**src/rtl/qds_div.sv**
```systemverilog
module qds_div #(
   parameter int N = 32,
   parameter int D = 13
) (
   input  logic         clock,
   input  logic         reset,
   input  logic         start,
   input  logic [N-1:0] dividend,
   input  logic [D-1:0] divisor,
   output logic         done,
   output logic [N-1:0] quotient
);
   localparam int CW = $clog2(N + 1);

   logic [N-1:0]  quo_ff;
   logic [D-1:0]  rem_ff;
   logic [D-1:0]  dsr_ff;
   logic [CW-1:0] cnt_ff;
   logic          busy_ff;
   logic          done_ff;
   logic [D:0]    trial;
   logic          fits;

   // one quotient bit per cycle, restoring
   assign trial = {rem_ff, quo_ff[N-1]};
   assign fits = trial >= {1'b0, dsr_ff};

   always_ff @(posedge clock) begin
      if (reset) begin
         busy_ff <= 1'b0;
         done_ff <= 1'b0;
         cnt_ff <= '0;
      end else begin
         done_ff <= 1'b0;
         if (start) begin
            busy_ff <= 1'b1;
            quo_ff <= dividend;
            rem_ff <= '0;
            dsr_ff <= divisor;
            cnt_ff <= CW'(N);
         end else if (busy_ff) begin
            rem_ff <= fits ? D'(trial - {1'b0, dsr_ff}) : D'(trial);
            quo_ff <= {quo_ff[N-2:0], fits};
            cnt_ff <= cnt_ff - 1'b1;
            if (cnt_ff == CW'(1)) begin
               busy_ff <= 1'b0;
               done_ff <= 1'b1;
            end
         end
      end
   end

   assign done = done_ff;
   assign quotient = quo_ff;
endmodule

```
**config.mk**
```make
export PLATFORM = sky130hd
export DESIGN_NAME = qds_div
export DESIGN_NICKNAME = d
export VERILOG_FILES = /design/src/rtl/qds_div.sv
export SDC_FILE = /design/constraint.sdc
export NUM_CORES = 1
export LEC_CHECK = 0
export ABC_CLOCK_PERIOD_IN_PS = 3800
export BUFFER_PORTS_ARGS = -buffer_cell sky130_fd_sc_hd__buf_4
export CORE_MARGIN = 1.5
export CORE_UTILIZATION = 37
export DETAILED_ROUTE_END_ITERATION = 6
export PLACE_DENSITY = 0.57
export SLEW_MARGIN = 5
export SYNTH_ARGS = -nofsm -noshare
export SYNTH_HDL_FRONTEND = slang
export SYNTH_SLANG_ARGS = --single-unit
```
**constraint.sdc**
```tcl
create_clock -name clock -period 3.8 [get_ports clock]
set_input_delay 0.38 -clock clock [delete_from_list [all_inputs] [get_ports clock]]
set_output_delay 0.38 -clock clock [all_outputs]
set_load 0.01 [all_outputs]
```
Word level (Yosys, flattened, before mapping)

Index checks and enable logic that the tools add are counted.

Bits in registers: 66
Word-level logic and storage cells: 28

Reduce and logical (&&, ||, !) cells: 5
$lt $le $gt $ge: 1
Mux-type cells: 10
Equality and inequality tests: 1
$add $sub $neg: 2
Bitwise logic cells: 2

Operators by type and width:

| cell                | number |
|---|---|
| $mux 32             | 2 |
| $mux 13             | 2 |
| $ge 14x13->1        | 1 |
| $sub 13x13->13      | 1 |
| $mux 6              | 2 |
| $eq 6x1->1 const B  | 1 |
| $sub 6x1->6 const B | 1 |
| $mux 1              | 4 |
| $reduce_and 2->1    | 2 |
| $reduce_or 3->1     | 1 |
| $not 1->1           | 2 |
| $reduce_bool 2->1   | 1 |
| $reduce_or 2->1     | 1 |

Longest topological paths before layout

Word-level depth: 4
Mapped depth: 11
Depth with buffers taken out: 10

Least setup slack after synthesis

OpenSTA, ideal clock, no wires.

Path kind: input -> register
Start point: input start
End point: register quo_ff[0], in the netlist quotient[0], enable pin
Arrival: 3.036 ns
Slack: 0.317 ns
Stages on the path: 4
Required time: 3.352 ns
Buffers on the path: 2
Library setup time: 0.448 ns
Path through: clkbuf_1 buf_1 nor2_1 nor2_1

Longest elaborated chain between the ends: 2

RTL lines:

| what                               | RTL line | text |
|---|---|---|
| start: declaration                 | 7        | `input logic start,` |
| $reduce_bool 2->1 (no source line) | --       |  |
| $reduce_and 2->1 (no source line)  | --       |  |
| end signal: assignment             | 37       | `quo_ff <= dividend;` |
| end signal: assignment             | 43       | `quo_ff <= {quo_ff[N-2:0], fits};` |
| end: declaration                   | 15       | `logic [N-1:0] quo_ff;` |

No other way between the ends.
A chain may end at the register's enable or synchronous reset.

Worst setup path after layout

Start point: register quo_ff[31], in the netlist quotient[31]
End point: register rem_ff[1], data pin

Longest elaborated chain between the ends: 3
Elaborated cells between the ends (all ways): 4
Classes of those cells: add/sub (1); order compare (1); mux (2)

RTL lines:

| what                                                  | RTL line | text |
|---|---|---|
| $sub 13x13->13 / $ge 14x13->1 (equally long branches) | 42, 26   |  |
| $mux 13 *                                             | 42       | `rem_ff <= fits ? D'(trial - {1'b0, dsr_ff}) : D'(trial);` |
| $mux 13 *                                             | 41       | `end else if (busy_ff) begin` |
| end signal: assignment                                | 42       |  |
| end: declaration                                      | 16       | `logic [D-1:0] rem_ff;` |

Every way passes the cells marked *; elsewhere a longest branch is shown, timed or not. The select of a mux whose other input is x is not followed.

==> impl_metrics.tcl <==
set metrics [dict create \
    grt_overflow 0 \
    grt_use_met2 0.249 \
    cts_root_buf "clkbuf_8" \
    dp_hpwl_um 4780 \
    die_w_um 97.9 \
    netlist_area_um2 3330 \
    numCtsBuffers 9 \
    slew_viol_final 0 \
    crit_type "reg2reg" \
    yosysWarnings 0 \
    seqCellArea_um2 1900 \
    ff2ff_setup_slack_ps 1060 \
    syn_avg_cell_area_um2 13.3 \
    first_iter_violations 81 \
    grt_usage 0.153 \
    p_leak_nw 1.72 \
    grt_pass1_wl_um 11300 \
    core-area_um2 8720 \
    grt_max_degree 49 \
    crit_fanout 24 \
    num_vias 2258 \
    fillCellCount 805 \
    cap_violations 0 \
    reg2reg_depth 10 \
    slowest_delay_ps 640 \
    required_ps 3890 \
    reg2reg_from "quotient[31]" \
    dr.pass1.iters 6 \
    fin_skew_ps 5.99 \
    clock.fmax_ghz 0.365 \
    fin_hold_ws_ps 199 \
    cp-end-kind "flip-flop" \
    finalSetupViolCount 0 \
    path_cells "inv_1 > ha_1 > inv_1 > fa_1 > a211oi_1 > o21bai_1 > o22ai_2 > a21oi_4 > mux2i_1 > nor2_1" \
    syn-instance-count 250 \
    antenna_left 0 \
    grt_pass1_vias 2276 \
    cp.arrival_ps 2830 \
    area_growth_pct 27.0 \
    cts_hold_buf 0 \
    cts_setup_buffers 0 \
    min_period_ps 2740 \
    cts_buffer_depth 2 \
    pre_cts_ws_ps 1060 \
    cpMostUsedCell "inv_1" \
    clkSinkCount 66 \
    grtUsageMet3 0.0580 \
    hold_viol 0 \
    rsz0062_at_grt "false" \
    synth_cell_types 47 \
    synth_ff_type "edfxtp_1" \
    busiest_layer "met2" \
    crit_path_start_kind "flip-flop" \
    tritoncts "yes" \
    async_reset_ff_frac 0 \
    portBuffers 80 \
    num_rows 34 \
    outcome "complete, no violations" \
    total_power_mw 1.88 \
    setup.worst_path.start "quotient[31]" \
    dpl_cell_area_um2 4060 \
    drive_above_1_share 0.419 \
    hp-class "in2reg" \
    wl_per_cell_um 15.5 \
    period_share 0.721 \
    synth_nets 314 \
    layout_setup_ws_ps 1060 \
    die_y_um 97.9 \
    peakVddDrop_mv 0.204 \
    drt-total-wl_um 6960 \
    die_area_um2 9590 \
    postLayoutCellArea_um2 4230 \
    tightest_slew_ps 746 \
    synth_edf_count 58 \
    clk_latency_ps 350 \
    num_io_pins 81 \
    clk_pin_slew_ps 80 \
    antenna_found_initial 0 \
    h-tree-depth 3 \
    vias_per_cell 5.03 \
    global_route.usage.met1 0.184 \
    slew_headroom 0.502 \
    cp-endpoint "rem_ff[1]" \
    drc 0 \
    ys_ff_latch 66 \
    powerDensity_nw_per_um2 443 \
    timing.rr.end "rem_ff[1]" \
    multi_input_area_um2 1340 \
    antenna-diode-count 0 \
    initial_core_util 0.382 \
    slowest_stage "a21oi_4" \
    gp_congestion 0.785 \
    setup_tns_ps 0 \
    ys_seq_area_frac 0.570 \
    nNetsFinal 400 \
    cts_resized 0 \
]
cells in the final DEF, fill, tap and decap left out, types with 4 or more instances in the layout:
| master | Yosys | final |
|---|---|---|
| a211oi_2 | 4 | 4 |
| nor2_1 | 23 | 22 |
| mux2_2 | 32 | 32 |
| ha_1 | 15 | 15 |
| dfxtp_1 | 8 | 8 |
| xor2_1 | 5 | 5 |
| mux2i_1 | 5 | 5 |
| xnor2_1 | 10 | 10 |
| a21oi_1 | 8 | 8 |
| clkbuf_8 | 0 | 10 |
| nand3_1 | 8 | 8 |
| edfxtp_1 | 58 | 58 |
| inv_1 | 17 | 17 |
| buf_4 | 1 | 83 |
| a211oi_1 | 4 | 4 |
kinds of logic after synthesis:
family | Yosys count | share of synthesized area
XOR/XNOR | 15 | 0.0394
flip-flops | 66 | 0.570
buffers and inverters | 25 | 0.0315
AO/OA/AOI/OAI | 39 | 0.0927
adder cells (fa/ha/maj) | 16 | 0.0623
multiplexers | 37 | 0.123
AND/OR/NAND/NOR | 52 | 0.0807
metal layers:
metal	up-vias	part of all wire
li1	1104	-
met1	1090	0.44
met2	56	0.49
met3	8	0.053
met4	0	0.0096
met5	-	0
through the flow:
stage,std cells,utilization
CTS,449,0.486
detailed placement,433,0.465
global placement,433,0.465
finish,449,0.486
global route,449,0.486
floorplan,250,-
where the power goes:
part | total [mW] | internal (mW) | switching, mW
clock network | 0.553 | 0.256 | 0.298
registers | 0.891 | 0.862 | 0.0290
logic | 0.431 | 0.213 | 0.218
sequential cells by signal (all words and copies together), names as in the netlist:
name	cells
cnt_ff	6
dsr_ff	13
done	1
rem_ff	13
quotient	32
busy_ff	1
Yosys cell counts, types with 2 or more instances:
master / number / area, um^2
edfxtp_1: 58 / 1740
mux2_2: 32 / 360
nor2_1: 23 / 86.3
inv_1: 17 / 63.8
ha_1: 15 / 188
xnor2_1: 10 / 87.6
a21oi_1: 8 / 40.0
dfxtp_1: 8 / 160
nand3_1: 8 / 40.0
clkbuf_1: 5 / 18.8
mux2i_1: 5 / 50.1
xor2_1: 5 / 43.8
a211oi_1: 4 / 30.0
a211oi_2: 4 / 50.1
and3_1: 3 / 18.8
nor3b_1: 3 / 22.5
o21a_1: 3 / 22.5
o21ai_1: 3 / 15.0
a21o_1: 2 / 15.0
a31o_1: 2 / 17.5
nand2_1: 2 / 7.51
nand3b_1: 2 / 15.0
nand4_1: 2 / 12.5
nor2b_1: 2 / 12.5
nor3_1: 2 / 10.0
how the worst min path moves through the flow:
stage,slack (ps),to,cells past startpoint,start
after floorplan,450,cnt_ff[5],1,reset
after global placement,480,cnt_ff[1],2,cnt_ff[1]
after detailed placement,490,cnt_ff[1],2,cnt_ff[1]
after CTS,180,dsr_ff[5],1,divisor[5]
after global routing,180,dsr_ff[2],1,divisor[2]
final,200,dsr_ff[5],1,divisor[5]
worst max-delay path: cells and delay by family (launching register included):
family	cells	cell delay (ps)
AOI/OAI and AO/OA	4	1220
adders and majority gates	2	420
DFF	1	380
muxes	1	280
buffers and inverters	2	120
and+or+nand+nor	1	60
final cells by class:
cell class | instances | area share
sequential | 66 | 0.449
multi-input combinational | 159 | 0.315
timing repair buffer | 83 | 0.147
clock buffer | 10 | 0.0325
tap | 108 | 0.0319
inverter | 17 | 0.0151
clock inverter | 6 | 0.00887
(Power assumes the default switching activity.)
